===== src/sv/iohist_pkg.sv =====
// Shared types and constants of the interval occupancy histogram.
package iohist_pkg;

  localparam int FIELD_W = 32;
  localparam int IDX_W   = 5;
  localparam int CNT_W   = 6;
  localparam int ACC_W   = 40;
  localparam int QDEPTH  = 2;

  localparam logic [ACC_W-1:0] ACC_MAX = {ACC_W{1'b1}};

  typedef enum logic [1:0] {
    CMD_LOAD  = 2'd0,
    CMD_ADD   = 2'd1,
    CMD_READ  = 2'd2,
    CMD_CLEAR = 2'd3
  } cmd_t;

  typedef struct packed {
    cmd_t               cmd;
    logic [IDX_W-1:0]   idx;
    logic               rd_ok;
    logic [FIELD_W-1:0] val_a;
    logic [FIELD_W-1:0] val_b;
  } op_t;

endpackage


===== src/sv/iohist_ifs.sv =====
// Valid/ready channel interfaces for command words and result words.
interface iohist_in_if;
  logic                               valid;
  logic                               ready;
  logic [1:0]                         command;
  logic [iohist_pkg::IDX_W-1:0]       index;
  logic [iohist_pkg::FIELD_W-1:0]     edge_value;
  logic [iohist_pkg::FIELD_W-1:0]     start_time;
  logic [iohist_pkg::FIELD_W-1:0]     end_time;

  modport source (output valid, command, index, edge_value, start_time, end_time,
                  input ready);
  modport sink   (input valid, command, index, edge_value, start_time, end_time,
                  output ready);
endinterface

interface iohist_out_if;
  logic                             valid;
  logic                             ready;
  logic [iohist_pkg::IDX_W-1:0]     read_index;
  logic [iohist_pkg::ACC_W-1:0]     bin_value;

  modport source (output valid, read_index, bin_value, input ready);
  modport sink   (input valid, read_index, bin_value, output ready);
endinterface


===== src/sv/iohist_front.sv =====
// Front end: takes command words, masks times and drops commands that do nothing.
module iohist_front #(
  parameter int MAX_EDGES = 32,
  parameter int TIME_BITS = 32
) (
  iohist_in_if.sink          in_bus,
  input  logic               init_done,
  input  logic               q_ready,
  output logic               q_push,
  output iohist_pkg::op_t    q_op
);
  import iohist_pkg::*;

  localparam int TW = (TIME_BITS < FIELD_W) ? TIME_BITS : FIELD_W;
  localparam logic [FIELD_W-1:0] TMASK = {FIELD_W{1'b1}} >> (FIELD_W - TW);

  cmd_t               cmd;
  logic               keep;
  logic [FIELD_W-1:0] s_m;
  logic [FIELD_W-1:0] e_m;

  assign cmd = cmd_t'(in_bus.command);
  assign s_m = in_bus.start_time & TMASK;
  assign e_m = in_bus.end_time & TMASK;

  always_comb begin
    keep        = 1'b1;
    q_op.cmd    = cmd;
    q_op.idx    = in_bus.index;
    q_op.rd_ok  = int'(in_bus.index) < (MAX_EDGES - 1);
    q_op.val_a  = s_m;
    q_op.val_b  = e_m;
    unique case (cmd)
      CMD_LOAD: begin
        keep       = int'(in_bus.index) < MAX_EDGES;
        q_op.val_a = in_bus.edge_value & TMASK;
      end
      CMD_ADD: begin
        // A reversed interval adds nothing.
        keep = (e_m >= s_m);
      end
      CMD_READ: begin
        keep = 1'b1;
      end
      CMD_CLEAR: begin
        keep = 1'b1;
      end
    endcase
  end

  assign in_bus.ready = q_ready && init_done;
  assign q_push       = in_bus.valid && in_bus.ready && keep;

endmodule


===== src/sv/iohist_fifo.sv =====
// Short command queue between the front end and the histogram engine.
module iohist_fifo (
  input  logic              clk,
  input  logic              rst_n,
  input  logic              push,
  input  iohist_pkg::op_t   push_op,
  output logic              push_ready,
  input  logic              pop,
  output logic              head_valid,
  output iohist_pkg::op_t   head_op
);
  import iohist_pkg::*;

  localparam int PW = (QDEPTH > 1) ? $clog2(QDEPTH) : 1;

  op_t           slot_r [QDEPTH];
  logic [PW-1:0] wp_r, wp_nxt;
  logic [PW-1:0] rp_r, rp_nxt;
  logic [PW:0]   cnt_r, cnt_nxt;

  always_comb begin
    wp_nxt  = wp_r;
    rp_nxt  = rp_r;
    cnt_nxt = cnt_r;
    if (push) begin
      wp_nxt = (wp_r == PW'(QDEPTH - 1)) ? '0 : wp_r + 1'b1;
    end
    if (pop) begin
      rp_nxt = (rp_r == PW'(QDEPTH - 1)) ? '0 : rp_r + 1'b1;
    end
    if (push && !pop) begin
      cnt_nxt = cnt_r + 1'b1;
    end else if (pop && !push) begin
      cnt_nxt = cnt_r - 1'b1;
    end
  end

  always_ff @(posedge clk) begin
    if (!rst_n) begin
      wp_r  <= '0;
      rp_r  <= '0;
      cnt_r <= '0;
    end else begin
      wp_r  <= wp_nxt;
      rp_r  <= rp_nxt;
      cnt_r <= cnt_nxt;
    end
  end

  always_ff @(posedge clk) begin
    if (push) begin
      slot_r[wp_r] <= push_op;
    end
  end

  assign push_ready = (cnt_r != (PW+1)'(QDEPTH));
  assign head_valid = (cnt_r != '0);
  assign head_op    = slot_r[rp_r];

endmodule


===== src/sv/iohist_back.sv =====
// Histogram engine: edge store, bin store, edge scan and per-bin accumulation.
module iohist_back #(
  parameter int MAX_EDGES = 32,
  parameter int TIME_BITS = 32
) (
  input  logic                          clk,
  input  logic                          rst_n,
  input  logic [iohist_pkg::CNT_W-1:0]  edge_count,
  input  logic                          q_valid,
  input  iohist_pkg::op_t               q_op,
  output logic                          q_pop,
  output logic                          init_done,
  iohist_out_if.source                  out_bus
);
  import iohist_pkg::*;

  localparam int TW = (TIME_BITS < FIELD_W) ? TIME_BITS : FIELD_W;
  localparam int AW = (MAX_EDGES > 2) ? $clog2(MAX_EDGES) : 1;
  localparam int CW = $clog2(MAX_EDGES + 1);
  localparam int NB = MAX_EDGES - 1;

  typedef enum logic [5:0] {
    S_CLEAR  = 6'b000001,
    S_IDLE   = 6'b000010,
    S_READ   = 6'b000100,
    S_SCAN   = 6'b001000,
    S_DECIDE = 6'b010000,
    S_ACC    = 6'b100000
  } state_t;

  // Stores and their registered read data.
  logic [TW-1:0]    edge_mem [MAX_EDGES];
  logic [ACC_W-1:0] bin_mem  [NB];
  logic [TW-1:0]    rd0_r, rd1_r;
  logic [ACC_W-1:0] bin_rd_r;

  logic             edge_we, bin_we;
  logic [AW-1:0]    edge_wa, bin_wa, ra0, ra1, bin_ra;
  logic [TW-1:0]    edge_wd;
  logic [ACC_W-1:0] bin_wd;

  state_t           state_r, state_nxt;
  logic [AW-1:0]    clr_k_r, clr_k_nxt;
  logic             init_done_r, init_done_nxt;
  logic [AW-1:0]    k_r, k_nxt;
  logic             iss_done_r, iss_done_nxt;
  logic             dv_r, dv_nxt;
  logic [AW-1:0]    kd_r, kd_nxt;
  logic             cv_r, cv_nxt;
  logic [AW-1:0]    kc_r, kc_nxt;
  logic [TW-1:0]    len_r, len_nxt;
  logic [ACC_W-1:0] bd_r, bd_nxt;

  logic [TW-1:0]    s_r, s_nxt, e_r, e_nxt;
  logic [TW-1:0]    e0_r, e0_nxt, el_r, el_nxt;
  logic             sf_r, sf_nxt, ea_f_r, ea_f_nxt, ef_f_r, ef_f_nxt;
  logic [AW-1:0]    sb_r, sb_nxt, eb_r, eb_nxt;
  logic [AW-1:0]    ea_b_r, ea_b_nxt, ef_b_r, ef_b_nxt;
  logic [IDX_W-1:0] idx_r, idx_nxt;
  logic             rd_ok_r, rd_ok_nxt;

  logic             out_valid_r, out_valid_nxt;
  logic [IDX_W-1:0] out_idx_r, out_idx_nxt;
  logic [ACC_W-1:0] out_val_r, out_val_nxt;

  logic [CW-1:0]    n_use;
  logic [AW-1:0]    last_bin;
  logic             out_free;
  logic             s_hit, e_hit;
  logic [TW-1:0]    lo_b, hi_b, len_b;
  logic [ACC_W:0]   sum_c;
  logic [ACC_W-1:0] sat_c;
  logic             e_found;
  logic [AW-1:0]    e_bin;

  // Edges in use, held between two and the store depth.
  always_comb begin
    if (int'(edge_count) > MAX_EDGES) begin
      n_use = CW'(MAX_EDGES);
    end else if (int'(edge_count) < 2) begin
      n_use = CW'(2);
    end else begin
      n_use = CW'(edge_count);
    end
    last_bin = AW'(n_use - CW'(2));
  end

  assign out_free = !out_valid_r || out_bus.ready;

  assign s_hit = (s_r >= rd0_r) && (s_r <= rd1_r);
  assign e_hit = (e_r >= rd0_r) && (e_r <= rd1_r);

  // Overlap of bin kd with the cropped interval; the end bins use the interval's own ends.
  assign lo_b  = (kd_r == sb_r) ? s_r : rd0_r;
  assign hi_b  = (kd_r == eb_r) ? e_r : rd1_r;
  assign len_b = (hi_b > lo_b) ? (hi_b - lo_b) : '0;

  assign sum_c = {1'b0, bd_r} + (ACC_W+1)'(len_r);
  assign sat_c = sum_c[ACC_W] ? ACC_MAX : sum_c[ACC_W-1:0];

  assign e_found = sf_r ? ef_f_r : ea_f_r;
  assign e_bin   = sf_r ? ef_b_r : ea_b_r;

  always_comb begin
    state_nxt     = state_r;
    clr_k_nxt     = clr_k_r;
    init_done_nxt = init_done_r;
    k_nxt         = k_r;
    iss_done_nxt  = iss_done_r;
    dv_nxt        = 1'b0;
    kd_nxt        = k_r;
    cv_nxt        = 1'b0;
    kc_nxt        = kd_r;
    len_nxt       = len_b;
    bd_nxt        = bin_rd_r;
    s_nxt         = s_r;
    e_nxt         = e_r;
    e0_nxt        = e0_r;
    el_nxt        = el_r;
    sf_nxt        = sf_r;
    ea_f_nxt      = ea_f_r;
    ef_f_nxt      = ef_f_r;
    sb_nxt        = sb_r;
    eb_nxt        = eb_r;
    ea_b_nxt      = ea_b_r;
    ef_b_nxt      = ef_b_r;
    idx_nxt       = idx_r;
    rd_ok_nxt     = rd_ok_r;
    out_valid_nxt = out_valid_r && !out_bus.ready;
    out_idx_nxt   = out_idx_r;
    out_val_nxt   = out_val_r;
    q_pop         = 1'b0;
    edge_we       = 1'b0;
    edge_wa       = AW'(q_op.idx);
    edge_wd       = TW'(q_op.val_a);
    bin_we        = 1'b0;
    bin_wa        = kc_r;
    bin_wd        = sat_c;
    ra0           = k_r;
    ra1           = k_r + 1'b1;
    bin_ra        = k_r;

    unique case (state_r)
      S_CLEAR: begin
        bin_we = 1'b1;
        bin_wa = clr_k_r;
        bin_wd = '0;
        if (clr_k_r == AW'(NB - 1)) begin
          state_nxt     = S_IDLE;
          init_done_nxt = 1'b1;
        end else begin
          clr_k_nxt = clr_k_r + 1'b1;
        end
      end

      S_IDLE: begin
        if (q_valid) begin
          unique case (q_op.cmd)
            CMD_LOAD: begin
              edge_we = 1'b1;
              q_pop   = 1'b1;
            end
            CMD_CLEAR: begin
              q_pop     = 1'b1;
              clr_k_nxt = '0;
              state_nxt = S_CLEAR;
            end
            CMD_READ: begin
              if (out_free) begin
                q_pop     = 1'b1;
                bin_ra    = AW'(q_op.idx);
                idx_nxt   = q_op.idx;
                rd_ok_nxt = q_op.rd_ok;
                state_nxt = S_READ;
              end
            end
            CMD_ADD: begin
              q_pop        = 1'b1;
              s_nxt        = TW'(q_op.val_a);
              e_nxt        = TW'(q_op.val_b);
              k_nxt        = '0;
              iss_done_nxt = 1'b0;
              sf_nxt       = 1'b0;
              ea_f_nxt     = 1'b0;
              ef_f_nxt     = 1'b0;
              state_nxt    = S_SCAN;
            end
          endcase
        end
      end

      S_READ: begin
        out_valid_nxt = 1'b1;
        out_idx_nxt   = idx_r;
        out_val_nxt   = rd_ok_r ? bin_rd_r : '0;
        state_nxt     = S_IDLE;
      end

      S_SCAN: begin
        if (!iss_done_r) begin
          dv_nxt = 1'b1;
          if (k_r == last_bin) begin
            iss_done_nxt = 1'b1;
          end else begin
            k_nxt = k_r + 1'b1;
          end
        end
        if (dv_r) begin
          if (kd_r == '0) begin
            e0_nxt = rd0_r;
          end
          if (!sf_r && s_hit) begin
            sf_nxt = 1'b1;
            sb_nxt = kd_r;
          end
          if (!ea_f_r && e_hit) begin
            ea_f_nxt = 1'b1;
            ea_b_nxt = kd_r;
          end
          // The end bin is searched from the start bin onwards.
          if (!ef_f_r && e_hit && (sf_r || s_hit)) begin
            ef_f_nxt = 1'b1;
            ef_b_nxt = kd_r;
          end
          if (kd_r == last_bin) begin
            el_nxt    = rd1_r;
            state_nxt = S_DECIDE;
          end
        end
      end

      S_DECIDE: begin
        if ((e_r < e0_r) || (s_r > el_r)) begin
          state_nxt = S_IDLE;
        end else begin
          if (!sf_r) begin
            s_nxt  = e0_r;
            sb_nxt = '0;
          end
          if (e_found) begin
            eb_nxt = e_bin;
          end else begin
            eb_nxt = last_bin;
            e_nxt  = el_r;
          end
          k_nxt        = sf_r ? sb_r : '0;
          iss_done_nxt = 1'b0;
          state_nxt    = S_ACC;
        end
      end

      S_ACC: begin
        if (!iss_done_r) begin
          dv_nxt = 1'b1;
          if (k_r == eb_r) begin
            iss_done_nxt = 1'b1;
          end else begin
            k_nxt = k_r + 1'b1;
          end
        end
        if (dv_r) begin
          cv_nxt = 1'b1;
        end
        if (cv_r) begin
          bin_we = 1'b1;
          if (kc_r == eb_r) begin
            state_nxt = S_IDLE;
          end
        end
      end

      default: begin
        state_nxt = S_IDLE;
      end
    endcase
  end

  always_ff @(posedge clk) begin
    if (!rst_n) begin
      state_r     <= S_CLEAR;
      clr_k_r     <= '0;
      init_done_r <= 1'b0;
      iss_done_r  <= 1'b1;
      dv_r        <= 1'b0;
      cv_r        <= 1'b0;
      out_valid_r <= 1'b0;
    end else begin
      state_r     <= state_nxt;
      clr_k_r     <= clr_k_nxt;
      init_done_r <= init_done_nxt;
      iss_done_r  <= iss_done_nxt;
      dv_r        <= dv_nxt;
      cv_r        <= cv_nxt;
      out_valid_r <= out_valid_nxt;
    end
  end

  always_ff @(posedge clk) begin
    k_r       <= k_nxt;
    kd_r      <= kd_nxt;
    kc_r      <= kc_nxt;
    len_r     <= len_nxt;
    bd_r      <= bd_nxt;
    s_r       <= s_nxt;
    e_r       <= e_nxt;
    e0_r      <= e0_nxt;
    el_r      <= el_nxt;
    sf_r      <= sf_nxt;
    ea_f_r    <= ea_f_nxt;
    ef_f_r    <= ef_f_nxt;
    sb_r      <= sb_nxt;
    eb_r      <= eb_nxt;
    ea_b_r    <= ea_b_nxt;
    ef_b_r    <= ef_b_nxt;
    idx_r     <= idx_nxt;
    rd_ok_r   <= rd_ok_nxt;
    out_idx_r <= out_idx_nxt;
    out_val_r <= out_val_nxt;
  end

  always_ff @(posedge clk) begin
    if (edge_we) begin
      edge_mem[edge_wa] <= edge_wd;
    end
    rd0_r <= edge_mem[ra0];
    rd1_r <= edge_mem[ra1];
  end

  always_ff @(posedge clk) begin
    if (bin_we) begin
      bin_mem[bin_wa] <= bin_wd;
    end
    bin_rd_r <= bin_mem[bin_ra];
  end

  assign init_done          = init_done_r;
  assign out_bus.valid      = out_valid_r;
  assign out_bus.read_index = out_idx_r;
  assign out_bus.bin_value  = out_val_r;

  a_result_from_read: assert property (@(posedge clk) disable iff (!rst_n)
    $rose(out_valid_r) |-> $past(state_r == S_READ))
    else $error("result word raised without a bin read");

  a_read_slot_free: assert property (@(posedge clk) disable iff (!rst_n)
    (state_r == S_READ) |-> !out_valid_r)
    else $error("bin read data arrived while the result register was full");

  a_no_pop_before_init: assert property (@(posedge clk) disable iff (!rst_n)
    q_pop |-> init_done_r)
    else $error("command taken before the bin clearing pass finished");

  a_acc_range: assert property (@(posedge clk) disable iff (!rst_n)
    (state_r == S_ACC) |-> (sb_r <= eb_r) && (eb_r <= last_bin))
    else $error("accumulation range out of order");

  a_acc_write_in_range: assert property (@(posedge clk) disable iff (!rst_n)
    (state_r == S_ACC && cv_r) |-> (kc_r >= sb_r) && (kc_r <= eb_r))
    else $error("bin written outside the spanned range");

endmodule


===== src/sv/interval_occupancy_histogram_core.sv =====
// Top level of the interval occupancy histogram.
// Usage:
//   Command words arrive on in_bus (valid/ready). Load edge writes one bin edge,
//   add interval spreads an interval's length over the bins it overlaps, read bin
//   returns one total on out_bus, clear zeroes all totals. Only a read gives a word.
//   cfg_wr_en/cfg_wr_data set the number of edges in use; write it only while idle.
// Timing:
//   A word passes the front end into a two-entry queue in the cycle it is taken.
//   A load writes the edge store as the engine pops it; a read fetches its bin
//   in S_READ and then registers the result word for out_bus. An add scans every
//   pair of edges in use, one pair a cycle through the single read port pair of the
//   edge store, and then updates the spanned bins one a cycle. A clear zeroes the
//   MAX_EDGES - 1 bins, one bin a cycle.
// Reset and stalls:
//   After reset the bin totals are zeroed in a pass over every bin with
//   in_bus.ready low; edges hold nothing until loaded. The result register holds a
//   word while out_bus.ready is low; loads, adds and clears go on meanwhile and only
//   a following read waits.
module interval_occupancy_histogram_core #(
  parameter int MAX_EDGES = 32,
  parameter int TIME_BITS = 32
) (
  input  logic                          clk,
  input  logic                          rst_n,
  input  logic                          cfg_wr_en,
  input  logic [iohist_pkg::CNT_W-1:0]  cfg_wr_data,
  iohist_in_if.sink                     in_bus,
  iohist_out_if.source                  out_bus
);
  import iohist_pkg::*;

  logic [CNT_W-1:0] edge_count_r, edge_count_nxt;
  logic             init_done;
  logic             q_push, q_ready, q_pop, q_valid;
  op_t              push_op, head_op;

  assign edge_count_nxt = cfg_wr_en ? cfg_wr_data : edge_count_r;

  always_ff @(posedge clk) begin
    if (!rst_n) begin
      edge_count_r <= CNT_W'(2);
    end else begin
      edge_count_r <= edge_count_nxt;
    end
  end

  iohist_front #(
    .MAX_EDGES (MAX_EDGES),
    .TIME_BITS (TIME_BITS)
  ) u_front (
    .in_bus    (in_bus),
    .init_done (init_done),
    .q_ready   (q_ready),
    .q_push    (q_push),
    .q_op      (push_op)
  );

  iohist_fifo u_fifo (
    .clk        (clk),
    .rst_n      (rst_n),
    .push       (q_push),
    .push_op    (push_op),
    .push_ready (q_ready),
    .pop        (q_pop),
    .head_valid (q_valid),
    .head_op    (head_op)
  );

  iohist_back #(
    .MAX_EDGES (MAX_EDGES),
    .TIME_BITS (TIME_BITS)
  ) u_back (
    .clk        (clk),
    .rst_n      (rst_n),
    .edge_count (edge_count_r),
    .q_valid    (q_valid),
    .q_op       (head_op),
    .q_pop      (q_pop),
    .init_done  (init_done),
    .out_bus    (out_bus)
  );

endmodule


===== src/flat_wrapper.sv =====
// flat-port wrapper written by rule: the top's interface ports become plain ports
module interval_occupancy_histogram_core_flat import iohist_pkg::*;
#(
  parameter int MAX_EDGES = 32,
  parameter int TIME_BITS = 32
)
  (clk, rst_n, cfg_wr_en, cfg_wr_data, in_bus_valid, in_bus_command, in_bus_index, in_bus_edge_value, in_bus_start_time, in_bus_end_time, in_bus_ready, out_bus_valid, out_bus_read_index, out_bus_bin_value, out_bus_ready);
  iohist_in_if in_bus_i ();
  iohist_out_if out_bus_i ();
  input  logic clk;
  input  logic rst_n;
  input  logic cfg_wr_en;
  input  logic [iohist_pkg::CNT_W-1:0] cfg_wr_data;
  input wire logic [$bits(in_bus_i.valid)-1:0] in_bus_valid;
  input wire logic [$bits(in_bus_i.command)-1:0] in_bus_command;
  input wire logic [$bits(in_bus_i.index)-1:0] in_bus_index;
  input wire logic [$bits(in_bus_i.edge_value)-1:0] in_bus_edge_value;
  input wire logic [$bits(in_bus_i.start_time)-1:0] in_bus_start_time;
  input wire logic [$bits(in_bus_i.end_time)-1:0] in_bus_end_time;
  output wire logic [$bits(in_bus_i.ready)-1:0] in_bus_ready;
  output wire logic [$bits(out_bus_i.valid)-1:0] out_bus_valid;
  output wire logic [$bits(out_bus_i.read_index)-1:0] out_bus_read_index;
  output wire logic [$bits(out_bus_i.bin_value)-1:0] out_bus_bin_value;
  input wire logic [$bits(out_bus_i.ready)-1:0] out_bus_ready;
  assign in_bus_i.valid = in_bus_valid;
  assign in_bus_i.command = in_bus_command;
  assign in_bus_i.index = in_bus_index;
  assign in_bus_i.edge_value = in_bus_edge_value;
  assign in_bus_i.start_time = in_bus_start_time;
  assign in_bus_i.end_time = in_bus_end_time;
  assign in_bus_ready = in_bus_i.ready;
  assign out_bus_valid = out_bus_i.valid;
  assign out_bus_read_index = out_bus_i.read_index;
  assign out_bus_bin_value = out_bus_i.bin_value;
  assign out_bus_i.ready = out_bus_ready;
  interval_occupancy_histogram_core #(.MAX_EDGES(MAX_EDGES), .TIME_BITS(TIME_BITS)) u_core (.clk(clk), .rst_n(rst_n), .cfg_wr_en(cfg_wr_en), .cfg_wr_data(cfg_wr_data), .in_bus(in_bus_i), .out_bus(out_bus_i));
endmodule

===== config.mk =====
export PLATFORM = sky130hd
export DESIGN_NAME = interval_occupancy_histogram_core_flat
export DESIGN_NICKNAME = d
export VERILOG_FILES = /design/src/sv/iohist_pkg.sv /design/src/sv/iohist_ifs.sv /design/src/sv/iohist_front.sv /design/src/sv/iohist_fifo.sv /design/src/sv/iohist_back.sv /design/src/sv/interval_occupancy_histogram_core.sv /design/src/flat_wrapper.sv
export SDC_FILE = /design/constraint.sdc
export NUM_CORES = 2
export LEC_CHECK = 0
export ABC_CLOCK_PERIOD_IN_PS = 8800
export BUFFER_PORTS_ARGS = -buffer_cell sky130_fd_sc_hd__buf_4
export CORE_AREA = 4 4 451 453
export CTS_BUF_LIST = sky130_fd_sc_hd__clkbuf_8
export CTS_CLUSTER_DIAMETER = 200
export DETAILED_ROUTE_END_ITERATION = 8
export DIE_AREA = 0 0 455 457
export GPL_TIMING_DRIVEN = 0
export PLACE_DENSITY = 0.8
export SETUP_SLACK_MARGIN = 0.05
export SLEW_MARGIN = 5
export SYNTH_ARGS = -nofsm -noshare
export SYNTH_HDL_FRONTEND = slang
export SYNTH_SLANG_ARGS = --single-unit

===== constraint.sdc =====
create_clock -name clk -period 8.8 [get_ports clk]
set_clock_uncertainty 0.2 [all_clocks]
set_input_delay 1.76 -clock clk [delete_from_list [all_inputs] [get_ports clk]]
set_output_delay 1.76 -clock clk [all_outputs]
set_load 0.03 [all_outputs]

==> key figures <==
Status
  – Status: finished, violations left
  – Violated checks: capacitance limit, slew limit

Power
  – Combinational power share: around 4.6%
  – PD cells: ~200 nW/um2
  – Max VDD drop: about 0.00017 V
  – Clk pwr share: 38.6%
  – Switch Pwr: 0.006505 W
  – Final Power: approximately 0.027 W
  – Switching Fraction: 23.66%
  – Internal: around 0.021 W
  – Sequential power share: 56.8%
  – Leak Pwr: approximately 49 nW

Clocking
  – Clock sink count: roughly 2800
  – Cts hold-fix bufs: 0
  – Root buf cell: clkbuf_8
  – Max Root-Sink Buffers: 4
  – H-tree Lvls: 5
  – TritonCTS clock tree: yes
  – Worst skew pair latency: between 1 and 1.5 ns
  – Inserted Clock Buffers: around 450
  – CTS clk-pin slew, worst paths: about 0.060 ns
  – Setup Buffers After CTS: 0

Logic synthesis
  – Dominant synthesized flop cell: edfxtp_1
  – Synth Net Count: just under 9000
  – Asr flop ratio synth: 0%
  – Synth Area per Inst: 14.93 um2
  – Yosys cell types: 70
  – Share of the yosys chip area belonging to registers: about 67%
  – EDFF count, synth: approximately 2600
  – Synthesis Warnings: 0
  – Post-synthesis cell count: a little over 8000
  – Synthesized area: about 120000 um2
  – Synth Register Bits: around 2800

Timing
  – Hold_ws: roughly 0.16 ns
  – Fmax: 114.1 MHz
  – Final worst-path cycle share: ~100%
  – Max-slew headroom: -6.021%
  – Setup TNS: 0 ns
  – Min Tclk post-route: 8.766 ns
  – RSZ-0062 raised after global routing: no
  – Final slew viol count: 35
  – Setup violators final: 0
  – Worst slew pin tran: 1.590 ns
  – Endpoints failing hold: 0

Floorplanning
  – Initial Util: about three fifths
  – Std cell rows: around 160
  – Die Y: around 460 um
  – Die width: ~460 um
  – Core area: about 200000 um2
  – Top Ports: 161
  – DIE AREA: ~210000 um2

Routing
  – Via count: between 80000 and 90000
  – DRT antenna net count: 0
  – WL final: 402800 um
  – Via-to-Cell Ratio: approximately 7.0
  – Number of remaining DRC errors: 0
  – 1st-iter DRT viols: approximately 16000
  – Routed len/inst: about 34 um
  – Drt first pass iters: 9

Cells and area
  – Filler cells: about 12000
  – Register area: 82790 um2
  – Final non-filler cell total: between 10000 and 15000
  – Multi-input gate area: between 30000 and 40000 um2
  – Area grow syn2layout: 12.73%
  – Layout cells sized above 1: a little under a fifth
  – Most frequent cells in the layout: edfxtp_1 (2615), nand2_1 (1523), mux4_2 (596), clkbuf_8 (478), inv_1 (344)
  – Design area: approximately 140000 um2
  – Nets: around 9400
  – Commonest non-fill, non-tap cell in the layout: edfxtp_1

Critical path
  – CP Data Required Time: ~9.6 ns
  – Crit-path max FO: 15
  – Setup crit start kind: flip-flop
  – Slowest-stage cell, CP: nor4_1
  – CP Capture Type: flip-flop
  – Crit path largest cell delay: approximately 0.91 ns
  – Crit Path Class: reg -> reg
  – CP Cell Sequence: buf_1 > clkbuf_2 > buf_1 > mux2i_1 > inv_1 > ha_1 > nand2_1 > nor3_4 > buf_6 > nor3b_1 > a21oi_1 > buf_2 > nand2b_1 > clkbuf_1 > o22ai_1 > nor4_1
  – Critical Path AT: approximately 9.5 ns
  – Cell mode on critical path: buf_1

Placement
  – Placed Cells: 11170
  – Cell Area, Placed: ~130000 um2
  – Detailed Place HPWL: 280800 um
  – RD Place Congestion: roughly 0.98
  – PortBufs: between 150 and 200

Global routing
  – Global-route wire length before repair: between 500000 and 600000 um
  – Initial antenna violation count: 37
  – Gr usage total: 38.36%
  – Vias in the first global route: between 80000 and 90000
  – Total gr overflow: 0
  – Pin count of the biggest net entering global routing: 34

Hold path
  – Hold Path Class: reg -> reg

Flow run
  – Maxcap violations: 7
## sequential cells by signal (all words and copies together), names as in the netlist, 6 cells and up, named ones only
| register | cells |
|---|---|
| u_core.edge_count_r | 6 |
| u_core.u_back.out_bus.bin_value | 40 |
| u_core.u_back.rd1_r | 32 |
| u_core.u_back.el_r | 32 |
| u_core.u_back.state_r | 6 |
| u_core.u_back.e_r | 32 |
| u_core.u_back.edge_mem | 1024 |
| u_core.u_back.s_r | 32 |
| u_core.u_fifo.slot_r | 144 |
| u_core.u_back.bd_r | 40 |
| u_core.u_back.rd0_r | 32 |
| u_core.u_back.bin_mem | 1240 |
| u_core.u_back.e0_r | 32 |
| u_core.u_back.len_r | 32 |
| u_core.u_back.bd_nxt | 40 |
## timing repair
action	in CTS	in global routing
endpoints found under the hold margin	0	0
resized for setup	1	3
pin swaps	0	0
endpoints found under the setup margin	21	7
## metal layers
layer / GRT usage (%) / wire (um) / vias up
met3: 16.32 / 69730 / 1637
met4: 20.00 / 26160 / 26
met5: 0.5830 / 309 / -
met2: 55.12 / 174100 / 8251
met1: 50.02 / 132400 / 41080
li1: - / - / 33420
## cell families (layout without fill, tap and decap cells)
logic type | after synthesis | in the layout | synth area share, %
xor+xnor | 98 | 98 | 0.6960
compound gates | 1007 | 1007 | 5.068
fa+ha+maj | 299 | 299 | 3.046
mux | 820 | 820 | 12.81
buf+inv | 653 | 1712 | 2.149
flops | 2828 | 2828 | 67.14
simple gates | 2553 | 2553 | 9.094
other cells | 0 | 22 | 0
## area by class of cell
type / instances / share of cell area, %
Tap cell: 2656 / 2.391
Sequential cell: 2828 / 59.56
Clock inverter: 322 / 1.207
Buffer: 458 / 1.397
Antenna cell: 22 / 0.03960
Timing Repair Buffer: 260 / 2.264
Inverter: 194 / 0.5238
Clock buffer: 478 / 4.733
Multi-Input combinational cell: 4777 / 27.89
## stage by stage
stage | util [%] | setup WS (ns)
2_1_floorplan | - | 1.713
3_3_place_gp | 64.16 | -1.155
3_5_place_dp | 65.58 | -0.4695
4_1_cts | 69.72 | 0.1642
5_1_grt | 69.75 | 0.05203
6_report | 69.77 | 0.03410
## power groups by stage
stage	Combinational (W)	Clock [W]	Sequential, W
after detailed placement	0.00121	0	0.0159
final	0.00127	0.0106	0.0156
after CTS	0.00122	0.0105	0.0156
after floorplan	0.000506	0	0.0157
after global placement	0.000948	0	0.0159
after global routing	0.00130	0.0112	0.0156
## critical path, delay by kind of cell, from the launching register on
| family | cells | cell delay (ns) |
|---|---|---|
| buffers and inverters | 7 | 3.67 |
| AO/OA/AOI/OAI | 2 | 0.92 |
| AND/OR/NAND/NOR | 5 | 2.28 |
| multiplexers | 1 | 0.38 |
| flip-flops | 1 | 0.90 |
| adder cells (fa/ha/maj) | 1 | 0.20 |
## synthesized netlist by cell type (18+ instances only)
| master | n | area, um2 |
|---|---|---|
| nor2b_1 | 30 | 187.7 |
| o21ai_0 | 190 | 950.9 |
| xor2_1 | 48 | 420.4 |
| and2_1 | 51 | 319.1 |
| a311oi_1 | 41 | 359.1 |
| a31oi_1 | 200 | 1251 |
| xnor2_1 | 50 | 437.9 |
| nor2_1 | 256 | 960.9 |
| nor4_1 | 80 | 500.5 |
| a32oi_1 | 40 | 350.3 |
| buf_2 | 81 | 405.4 |
| inv_1 | 194 | 728.2 |
| mux2i_1 | 123 | 1231 |
| and3_1 | 157 | 982.2 |
| dfxtp_1 | 213 | 4264 |
| a21o_1 | 61 | 457.9 |
| nand2_1 | 1525 | 5724 |
| or4_1 | 18 | 135.1 |
| nor3_1 | 38 | 190.2 |
| buf_4 | 18 | 135.1 |
| a211oi_1 | 25 | 187.7 |
| clkbuf_1 | 277 | 1040 |
| buf_1 | 79 | 296.5 |
| nand2b_1 | 29 | 181.4 |
| ha_1 | 297 | 3716 |
| o22ai_1 | 74 | 462.9 |
| a21oi_1 | 270 | 1351 |
| mux4_2 | 596 | 13420 |
| mux2_2 | 100 | 1126 |
| nand4_1 | 42 | 262.8 |
| edfxtp_1 | 2615 | 78530 |
| nand3_1 | 283 | 1416 |
## final timing paths
path         slack [ns]                     start  cells after the start                        to
max                0.03                 flip-flop                     16  u_core.u_back.bd_nxt[14]
min                0.16  u_core.u_back.bd_nxt[38]                      0    u_core.u_back.bd_r[38]
max reg2reg        0.03                 flip-flop                     16  u_core.u_back.bd_nxt[14]
min reg2reg        0.16  u_core.u_back.bd_nxt[38]                      0    u_core.u_back.bd_r[38]
Note: power is estimated with default switching activity, not from simulation.
